==> src/fscl_pkg.sv <==
package fscl_pkg;

  localparam int unsigned DATA_W        = 8;
  localparam int unsigned LIMIT_W       = 16;
  localparam int unsigned QUEUE_DEPTH   = 2;
  localparam logic [LIMIT_W-1:0] LIMIT_RESET = LIMIT_W'(1000);
  localparam int unsigned BIT_CNT_W     = $clog2(DATA_W);

  typedef enum logic [1:0] {
    ACT_START  = 2'd0,
    ACT_TICK   = 2'd1,
    ACT_DATA   = 2'd2,
    ACT_FINISH = 2'd3
  } action_e;

  typedef enum logic [2:0] {
    ST_IDLE        = 3'd0,
    ST_BUSY        = 3'd1,
    ST_READY       = 3'd2,
    ST_DONE_OK     = 3'd3,
    ST_INIT_LOW_TO = 3'd4,
    ST_INIT_HI_TO  = 3'd5,
    ST_LOAD_ERR    = 3'd6,
    ST_DONE_TO     = 3'd7
  } status_e;

  typedef enum logic [2:0] {
    PH_IDLE      = 3'd0,
    PH_WAIT_LOW  = 3'd1,
    PH_WAIT_HIGH = 3'd2,
    PH_READY     = 3'd3,
    PH_FINISH    = 3'd4
  } phase_e;

  typedef enum logic {
    CFG_WAIT_LIMIT = 1'b0,
    CFG_DONE_LIMIT = 1'b1
  } cfg_reg_e;

  typedef struct packed {
    action_e           action;
    logic [DATA_W-1:0] data_byte;
    logic              init_level;
    logic              done_level;
  } in_item_t;

  typedef struct packed {
    logic    prog_level;
    logic    drive_enable;
    logic    data_level;
    logic    clock_pulse;
    status_e status;
    logic    last;
  } out_item_t;

  // One classified item: either a single result or a byte to serialize.
  typedef struct packed {
    logic              is_byte;
    logic [DATA_W-1:0] data_byte;
    logic              prog_level;
    logic              drive_enable;
    logic              clock_pulse;
    status_e           status;
  } cmd_t;

endpackage

==> src/fpga_serial_config_loader_top.sv <==
// Channel | Direction | Handshake             | Payload
// in      | input     | in_valid_i/in_ready_o   | in_data_i (in_item_t)
// out     | output    | out_valid_o/out_ready_i | out_data_o (out_item_t)
// cfg     | input     | cfg_valid_i/cfg_ready_o | cfg_index_i, cfg_data_i
//
// A data byte in the ready phase yields eight results, one per cycle from the
// serializer while the output is not stalled; every other item yields one result.
// Items are classified in the cycle they are accepted and queued for the
// serializer, so input is taken every cycle until the command queue fills.
// Reset restores both limits to 1000, the idle phase and a high program line.
// Configuration writes are taken in any cycle.
module fpga_serial_config_loader_top #(
  parameter int unsigned QueueDepth = fscl_pkg::QUEUE_DEPTH
) (
  input  logic                         clk_i,
  input  logic                         rst_ni,
  input  logic                         in_valid_i,
  output logic                         in_ready_o,
  input  fscl_pkg::in_item_t           in_data_i,
  output logic                         out_valid_o,
  input  logic                         out_ready_i,
  output fscl_pkg::out_item_t          out_data_o,
  input  logic                         cfg_valid_i,
  output logic                         cfg_ready_o,
  input  fscl_pkg::cfg_reg_e           cfg_index_i,
  input  logic [fscl_pkg::LIMIT_W-1:0] cfg_data_i
);
  import fscl_pkg::*;

  logic cmd_valid, cmd_ready, q_valid, q_ready;
  cmd_t cmd, q_cmd;

  fscl_front u_front (
    .clk_i       (clk_i),
    .rst_ni      (rst_ni),
    .in_valid_i  (in_valid_i),
    .in_ready_o  (in_ready_o),
    .in_data_i   (in_data_i),
    .cfg_valid_i (cfg_valid_i),
    .cfg_ready_o (cfg_ready_o),
    .cfg_index_i (cfg_index_i),
    .cfg_data_i  (cfg_data_i),
    .cmd_valid_o (cmd_valid),
    .cmd_ready_i (cmd_ready),
    .cmd_o       (cmd)
  );

  fscl_queue #(
    .Depth (QueueDepth)
  ) u_queue (
    .clk_i        (clk_i),
    .rst_ni       (rst_ni),
    .push_valid_i (cmd_valid),
    .push_ready_o (cmd_ready),
    .push_data_i  (cmd),
    .pop_valid_o  (q_valid),
    .pop_ready_i  (q_ready),
    .pop_data_o   (q_cmd)
  );

  fscl_back u_back (
    .clk_i       (clk_i),
    .rst_ni      (rst_ni),
    .cmd_valid_i (q_valid),
    .cmd_ready_o (q_ready),
    .cmd_i       (q_cmd),
    .out_valid_o (out_valid_o),
    .out_ready_i (out_ready_i),
    .out_data_o  (out_data_o)
  );

endmodule

==> src/fscl_front.sv <==
module fscl_front (
  input  logic                    clk_i,
  input  logic                    rst_ni,
  input  logic                    in_valid_i,
  output logic                    in_ready_o,
  input  fscl_pkg::in_item_t      in_data_i,
  input  logic                    cfg_valid_i,
  output logic                    cfg_ready_o,
  input  fscl_pkg::cfg_reg_e      cfg_index_i,
  input  logic [fscl_pkg::LIMIT_W-1:0] cfg_data_i,
  output logic                    cmd_valid_o,
  input  logic                    cmd_ready_i,
  output fscl_pkg::cmd_t          cmd_o
);
  import fscl_pkg::*;

  phase_e             phase_q, phase_d;
  logic [LIMIT_W-1:0] wait_count_q, wait_count_d;
  logic [LIMIT_W-1:0] finish_clocks_q, finish_clocks_d;
  logic               prog_q, prog_d;
  logic [LIMIT_W-1:0] wait_limit_q, done_limit_q, cfg_value;
  logic [LIMIT_W-1:0] wait_inc, fc_base, fc_inc;
  logic               wait_to, done_to, in_fire;

  assign in_ready_o  = cmd_ready_i;
  assign cmd_valid_o = in_valid_i;
  assign in_fire     = in_valid_i && cmd_ready_i;
  assign cfg_ready_o = 1'b1;

  // A limit of zero behaves like a limit of one.
  assign cfg_value = (cfg_data_i == '0) ? LIMIT_W'(1) : cfg_data_i;

  assign wait_inc = wait_count_q + LIMIT_W'(1);
  assign wait_to  = wait_inc >= wait_limit_q;
  // Finish in the ready phase starts a fresh clock count.
  assign fc_base  = (phase_q == PH_READY) ? '0 : finish_clocks_q;
  assign fc_inc   = fc_base + LIMIT_W'(1);
  assign done_to  = fc_inc >= done_limit_q;

  always_comb begin
    phase_d = phase_q;
    case (in_data_i.action)
      ACT_START: phase_d = PH_WAIT_LOW;
      ACT_TICK: begin
        case (phase_q)
          PH_WAIT_LOW: begin
            if (!in_data_i.init_level) phase_d = PH_WAIT_HIGH;
            else if (wait_to)          phase_d = PH_IDLE;
          end
          PH_WAIT_HIGH: begin
            if (in_data_i.init_level) phase_d = PH_READY;
            else if (wait_to)         phase_d = PH_IDLE;
          end
          PH_FINISH: begin
            if (in_data_i.done_level || done_to) phase_d = PH_IDLE;
          end
          default: phase_d = phase_q;
        endcase
      end
      ACT_DATA: begin
        if (phase_q == PH_READY && !in_data_i.init_level) phase_d = PH_IDLE;
      end
      ACT_FINISH: begin
        if (phase_q == PH_READY) begin
          phase_d = (in_data_i.done_level || done_to) ? PH_IDLE : PH_FINISH;
        end
      end
      default: phase_d = phase_q;
    endcase
  end

  always_comb begin
    wait_count_d    = wait_count_q;
    finish_clocks_d = finish_clocks_q;
    prog_d          = prog_q;
    cmd_o.is_byte      = 1'b0;
    cmd_o.data_byte    = in_data_i.data_byte;
    cmd_o.drive_enable = (phase_q != PH_IDLE);
    cmd_o.clock_pulse  = 1'b0;
    case (phase_q)
      PH_IDLE:  cmd_o.status = ST_IDLE;
      PH_READY: cmd_o.status = ST_READY;
      default:  cmd_o.status = ST_BUSY;
    endcase
    case (in_data_i.action)
      ACT_START: begin
        prog_d             = 1'b0;
        wait_count_d       = '0;
        finish_clocks_d    = '0;
        cmd_o.drive_enable = 1'b1;
        cmd_o.status       = ST_BUSY;
      end
      ACT_TICK: begin
        case (phase_q)
          PH_WAIT_LOW: begin
            if (!in_data_i.init_level) begin
              prog_d       = 1'b1;
              wait_count_d = '0;
            end else begin
              wait_count_d = wait_inc;
              if (wait_to) begin
                prog_d       = 1'b1;
                cmd_o.status = ST_INIT_LOW_TO;
              end
            end
          end
          PH_WAIT_HIGH: begin
            if (in_data_i.init_level) begin
              cmd_o.status = ST_READY;
            end else begin
              wait_count_d = wait_inc;
              if (wait_to) cmd_o.status = ST_INIT_HI_TO;
            end
          end
          PH_FINISH: begin
            if (in_data_i.done_level) begin
              cmd_o.status = ST_DONE_OK;
            end else begin
              finish_clocks_d   = fc_inc;
              cmd_o.clock_pulse = 1'b1;
              cmd_o.status      = done_to ? ST_DONE_TO : ST_BUSY;
            end
          end
          default: cmd_o.status = cmd_o.status;
        endcase
      end
      ACT_DATA: begin
        if (phase_q == PH_READY) begin
          cmd_o.is_byte     = 1'b1;
          cmd_o.clock_pulse = 1'b1;
          cmd_o.status      = in_data_i.init_level ? ST_READY : ST_LOAD_ERR;
        end
      end
      ACT_FINISH: begin
        if (phase_q == PH_READY) begin
          if (in_data_i.done_level) begin
            finish_clocks_d = '0;
            cmd_o.status    = ST_DONE_OK;
          end else begin
            finish_clocks_d   = fc_inc;
            cmd_o.clock_pulse = 1'b1;
            cmd_o.status      = done_to ? ST_DONE_TO : ST_BUSY;
          end
        end
      end
      default: cmd_o.status = cmd_o.status;
    endcase
    cmd_o.prog_level = prog_d;
  end

  always_ff @(posedge clk_i or negedge rst_ni) begin
    if (!rst_ni) begin
      phase_q         <= PH_IDLE;
      wait_count_q    <= '0;
      finish_clocks_q <= '0;
      prog_q          <= 1'b1;
    end else if (in_fire) begin
      phase_q         <= phase_d;
      wait_count_q    <= wait_count_d;
      finish_clocks_q <= finish_clocks_d;
      prog_q          <= prog_d;
    end
  end

  always_ff @(posedge clk_i or negedge rst_ni) begin
    if (!rst_ni) begin
      wait_limit_q <= LIMIT_RESET;
      done_limit_q <= LIMIT_RESET;
    end else if (cfg_valid_i) begin
      case (cfg_index_i)
        CFG_WAIT_LIMIT: wait_limit_q <= cfg_value;
        CFG_DONE_LIMIT: done_limit_q <= cfg_value;
        default:        wait_limit_q <= wait_limit_q;
      endcase
    end
  end

endmodule

==> src/fscl_queue.sv <==
module fscl_queue #(
  parameter int unsigned Depth = fscl_pkg::QUEUE_DEPTH
) (
  input  logic           clk_i,
  input  logic           rst_ni,
  input  logic           push_valid_i,
  output logic           push_ready_o,
  input  fscl_pkg::cmd_t push_data_i,
  output logic           pop_valid_o,
  input  logic           pop_ready_i,
  output fscl_pkg::cmd_t pop_data_o
);
  import fscl_pkg::*;

  localparam int unsigned PtrW = (Depth > 1) ? $clog2(Depth) : 1;
  localparam int unsigned CntW = $clog2(Depth + 1);

  cmd_t            mem_q [Depth];
  logic [PtrW-1:0] wr_ptr_q, rd_ptr_q;
  logic [CntW-1:0] count_q;
  logic            push, pop;

  assign push_ready_o = (count_q != CntW'(Depth));
  assign pop_valid_o  = (count_q != '0);
  assign push         = push_valid_i && push_ready_o;
  assign pop          = pop_valid_o && pop_ready_i;
  assign pop_data_o   = mem_q[rd_ptr_q];

  always_ff @(posedge clk_i) begin
    if (push) mem_q[wr_ptr_q] <= push_data_i;
  end

  always_ff @(posedge clk_i or negedge rst_ni) begin
    if (!rst_ni) begin
      wr_ptr_q <= '0;
      rd_ptr_q <= '0;
      count_q  <= '0;
    end else begin
      if (push) begin
        wr_ptr_q <= (wr_ptr_q == PtrW'(Depth - 1)) ? '0 : wr_ptr_q + PtrW'(1);
      end
      if (pop) begin
        rd_ptr_q <= (rd_ptr_q == PtrW'(Depth - 1)) ? '0 : rd_ptr_q + PtrW'(1);
      end
      if (push && !pop)      count_q <= count_q + CntW'(1);
      else if (pop && !push) count_q <= count_q - CntW'(1);
    end
  end

endmodule

==> src/fscl_back.sv <==
module fscl_back (
  input  logic                clk_i,
  input  logic                rst_ni,
  input  logic                cmd_valid_i,
  output logic                cmd_ready_o,
  input  fscl_pkg::cmd_t      cmd_i,
  output logic                out_valid_o,
  input  logic                out_ready_i,
  output fscl_pkg::out_item_t out_data_o
);
  import fscl_pkg::*;

  logic                 out_valid_q;
  out_item_t            out_q;
  logic                 busy_q;
  logic [DATA_W-1:0]    shift_q;
  logic [BIT_CNT_W-1:0] bit_cnt_q;
  logic                 prog_q;
  status_e              final_q;
  logic                 advance;

  assign advance     = !out_valid_q || out_ready_i;
  assign cmd_ready_o = advance && !busy_q;
  assign out_valid_o = out_valid_q;
  assign out_data_o  = out_q;

  // Bytes go out MSB first; only the eighth bit carries the final status.
  always_ff @(posedge clk_i) begin
    if (advance) begin
      if (busy_q) begin
        out_q.prog_level   <= prog_q;
        out_q.drive_enable <= 1'b1;
        out_q.data_level   <= shift_q[DATA_W-1];
        out_q.clock_pulse  <= 1'b1;
        out_q.last         <= (bit_cnt_q == BIT_CNT_W'(DATA_W - 1));
        out_q.status       <= (bit_cnt_q == BIT_CNT_W'(DATA_W - 1)) ? final_q : ST_READY;
        shift_q            <= shift_q << 1;
      end else if (cmd_valid_i) begin
        out_q.prog_level   <= cmd_i.prog_level;
        out_q.drive_enable <= cmd_i.drive_enable;
        out_q.clock_pulse  <= cmd_i.clock_pulse;
        if (cmd_i.is_byte) begin
          out_q.data_level <= cmd_i.data_byte[DATA_W-1];
          out_q.status     <= ST_READY;
          out_q.last       <= 1'b0;
        end else begin
          out_q.data_level <= 1'b0;
          out_q.status     <= cmd_i.status;
          out_q.last       <= 1'b1;
        end
        shift_q <= cmd_i.data_byte << 1;
        prog_q  <= cmd_i.prog_level;
        final_q <= cmd_i.status;
      end
    end
  end

  always_ff @(posedge clk_i or negedge rst_ni) begin
    if (!rst_ni) begin
      out_valid_q <= 1'b0;
      busy_q      <= 1'b0;
      bit_cnt_q   <= '0;
    end else if (advance) begin
      if (busy_q) begin
        out_valid_q <= 1'b1;
        bit_cnt_q   <= bit_cnt_q + BIT_CNT_W'(1);
        if (bit_cnt_q == BIT_CNT_W'(DATA_W - 1)) busy_q <= 1'b0;
      end else if (cmd_valid_i) begin
        out_valid_q <= 1'b1;
        busy_q      <= cmd_i.is_byte;
        bit_cnt_q   <= BIT_CNT_W'(1);
      end else begin
        out_valid_q <= 1'b0;
      end
    end
  end

endmodule

==> config.mk <==
export PLATFORM = sky130hd
export DESIGN_NAME = fpga_serial_config_loader_top
export DESIGN_NICKNAME = d
export VERILOG_FILES = /design/src/fscl_pkg.sv /design/src/fpga_serial_config_loader_top.sv /design/src/fscl_front.sv /design/src/fscl_queue.sv /design/src/fscl_back.sv
export SDC_FILE = /design/constraint.sdc
export NUM_CORES = 1
export LEC_CHECK = 0
export BUFFER_PORTS_ARGS = -buffer_cell sky130_fd_sc_hd__buf_4
export CORE_MARGIN = 3
export CORE_UTILIZATION = 40
export CTS_CLUSTER_DIAMETER = 100
export DETAILED_ROUTE_END_ITERATION = 10
export PLACE_DENSITY = 0.6
export SYNTH_ARGS = -nofsm -noshare
export SYNTH_HDL_FRONTEND = slang
export SYNTH_SLANG_ARGS = --single-unit
==> constraint.sdc <==
create_clock -name clk_i -period 4.4 [get_ports clk_i]
set_input_delay 0.66 -clock clk_i [delete_from_list [all_inputs] [get_ports clk_i]]
set_output_delay 0.66 -clock clk_i [all_outputs]
set_load 0.02 [all_outputs]
==> results.tsv <==
metric	value	unit
Initial Util	0.418	
postcts setup bufs	0	
CTS clk-pin slew, worst paths	60	ps
gate count after technology mapping	640	
CTS tree	built	
Vert. Die Dim	136	um
ant diodes	0	
fin crit period	3700	ps
kind of critical path	reg -> reg	
CTS max path bufs	2	
Fin Hold WS	402	ps
WP data arrival	3860	ps
DR WL met2	7170	um
XOR/XNOR share of the synthesized area	0.0426	
R2R Path Start	u_front.phase_q[0]	
die footprint	0.0185	mm^2
gr usage total	0.173	
uppermost layer routed	met4	
pin count of the biggest net entering global routing	78	
layout cells sized above 1	0.179	
adder-cell share of the synthesized area	0.0683	
CP Capture Type	flip-flop	
Syn Nets	711	
CTS Root Cell	clkbuf_16	
clock skew	9.25	ps
Starting DRT DRC Count	279	
row cnt	46	
Logic pwr share	0.221	
Max Slew Vio Count	0	
CTS Buf Count	17	
nets	752	
grt total ovfl	0	
DRC violations left	0	
CTS resizes	0	
antenna violations before repair	0	
RSZ-0062 raised after global routing	false	
number of synthesized flops with an enable pin	49	
Top FF cell, synth	dfrtp_1	
Sink Count	126	
Least-Margin Pin Slew	984	ps
P&R area growth vs syn	15.7	%
Final ANT Viol Nets	0	
DR WL met3	575	um
vias	4971	
Max Freq	0.270	GHz
HPWL Detailed	10500	um
DP Cell Count	878	
setup TNS	0	ps
Int Power	2.62	mW
Hold-fix buffers, CTS	0	
Worst R2R Path Depth	15	
main combinational cell family by area after synthesis	compound AO/OA/AOI/OAI gates	
Worst IR Drop VDD	0.000315	V
Final Hold Fails	0	
WL per Instance	16.5	um
post-route clock period utilization	0.841	
RR Endpoint	u_queue.mem_q[0][1]	
max_slew headroom	0.344	
CP Data Required Time	4550	ps
cell area after placement	0.00730	mm^2
Yosys reg bits	126	
post-synth top area share	0.236	
post-synthesis compound-gate area fraction	0.150	
total power	3.79	mW
Reg2Reg Setup Slack	700	ps
Min-Delay Path Class	in -> async	
routability cong.	0.892	
Clock Power Share	0.343	
Clk Latency, worst-skew pair	410	ps
Post-Synth Simple-Gate Area	0.140	
Non-Filler Instances	910	
pwr dens	483	mW/mm^2
Post-synth ARST share	0.611	
Yosys warning count	0	
WL final	15000	um
startpoint types	flip-flop	
Switch Pwr	1.17	mW
first-pass GRT wire length	25400	um
vias per cell	5.46	
Core Area	0.0162	mm^2
cell accounting for the most synthesized area	dfrtp_1	
crit-path max FO	4	
Final Cell Area	0.00785	mm^2
Sequential Power Share	0.435	
final worst slack	698	ps
Die W	136	um
IO Pins	45	
area of the mapped netlist	0.00678	mm^2
Post-Route M1 WL	7100	um
Seq/Total Area, Yosys	0.504	
Port Buf Inserts	43	
DRT Pass-1 Iters	4	
dpl ws	691	ps
status	finished, final reports clean	
top cells by area, synth	dfrtp_1 (24%), edfxtp_1 (22%), ha_1 (6.8%), dfstp_2 (5.0%), o21ai_0 (3.8%)	
H-tree depth	4	
vias in the first global route	5036	
Net Sw Frac	0.309	
Final Core Density	0.483	
synth unique cells	65	
multiplexer share of the synthesized area	0.0484	
Max Cap Viol	0	
Leak	3.30	nW
# setup viols final	0	
Post-Syn Area per Cell	10.6	um^2
-- metal layers --
metal | GRT usage | up-vias
li1 | - | 2434
met1 | 0.233 | 2417
met2 | 0.277 | 106
met3 | 0.0396 | 14
met4 | 0.0526 | 0
met5 | 0 | -
-- power groups by stage --
stage                     registers, mW  logic (mW)  clock network (mW)
after floorplan                    1.61       0.627                   0
after global placement             1.66       0.812                   0
after detailed placement           1.67       0.840                   0
after CTS                          1.65       0.848                1.34
after global routing               1.68       0.946                1.38
final                              1.65       0.839                1.30
-- cell usage after synthesis (3+ instances only) --
master / n
a21oi_1: 26
nand2_1: 58
a211oi_1: 3
a31oi_1: 12
xor2_1: 12
buf_2: 4
a32o_1: 10
o21ai_0: 51
edfxtp_1: 49
inv_1: 46
nor4_1: 9
clkbuf_1: 20
o31ai_1: 8
nand4_1: 12
nor3b_1: 3
a22o_1: 7
and3_1: 7
a211o_1: 4
nor3_1: 11
and4_1: 3
or3_1: 5
nor2_1: 36
mux2i_1: 8
mux2_2: 22
nand2b_1: 6
xnor2_1: 21
nand3_1: 14
o22ai_1: 4
nor2b_1: 10
dfrtp_1: 64
ha_1: 37
a41oi_1: 4
dfstp_2: 13
-- how the worst max path moves through the flow --
stage                             from                  end  depth (start not counted)  slack, ps
floorplan           u_front.phase_q[1]  u_queue.mem_q[0][1]                         17        560
global placement    u_front.phase_q[1]  u_queue.mem_q[0][1]                         15        760
detailed placement  u_front.phase_q[0]  u_queue.mem_q[0][1]                         15        690
CTS                 u_front.phase_q[0]  u_queue.mem_q[0][1]                         15        690
global route        u_front.phase_q[0]  u_queue.mem_q[1][2]                         15        350
finish              u_front.phase_q[0]  u_queue.mem_q[0][1]                         15        700
-- area by class of cell --
class | count | area, um^2
Fill cell | 1489 | 8390
Multi-Input combinational cell | 439 | 3060
Inverter | 46 | 173
Timing Repair Buffer | 51 | 383
Sequential cell | 126 | 3410
Clock inverter | 14 | 120
Clock buffer | 18 | 429
Tap cell | 216 | 270
-- worst max-delay path, stage by stage (launching register included) --
cell and delay [ps]:
dfrtp_1 370, nand3b_1 130, nand2_1 90, inv_1 90
ha_1 230, nand2_1 80, or3_1 360, nor4_1 490
xnor2_1 190, nor2_1 70, ha_1 210, a211oi_1 220
nor2_1 70, nor4_1 240, o21ai_0 200, a311o_1 410
-- cells in the final DEF (no fill, tap or decap), drive strengths merged, types with 11 or more instances in the layout --
cell type	count
a21oi	26
a31oi	12
buf	51
clkbuf	18
dfrtp	64
dfstp	13
edfxtp	49
ha	37
inv	48
mux2	22
nand2	59
nand3	14
nand4	12
nor2	36
nor3	11
o21ai	51
xnor2	21
xor2	12
-- sequential cells by signal, summed over array words and instances (netlist names), 2 cells and up --
name / cells
u_front.wait_count_q: 16
u_back.shift_q: 7
u_front.wait_limit_q: 16
u_back.final_q: 3
u_front.finish_clocks_q: 16
u_front.phase_q: 3
u_back.out_data_o: 8
u_front.done_limit_q: 16
u_back.bit_cnt_q: 3
u_queue.count_q: 2
u_queue.mem_q: 30
-- logic make-up after synthesis --
group | after synthesis
fa+ha+maj | 37
xor+xnor | 33
buf+inv | 75
mux | 30
simple gates | 188
flops | 126
compound gates | 150
other cells | 1
Power figures use the tool's default switching activity.
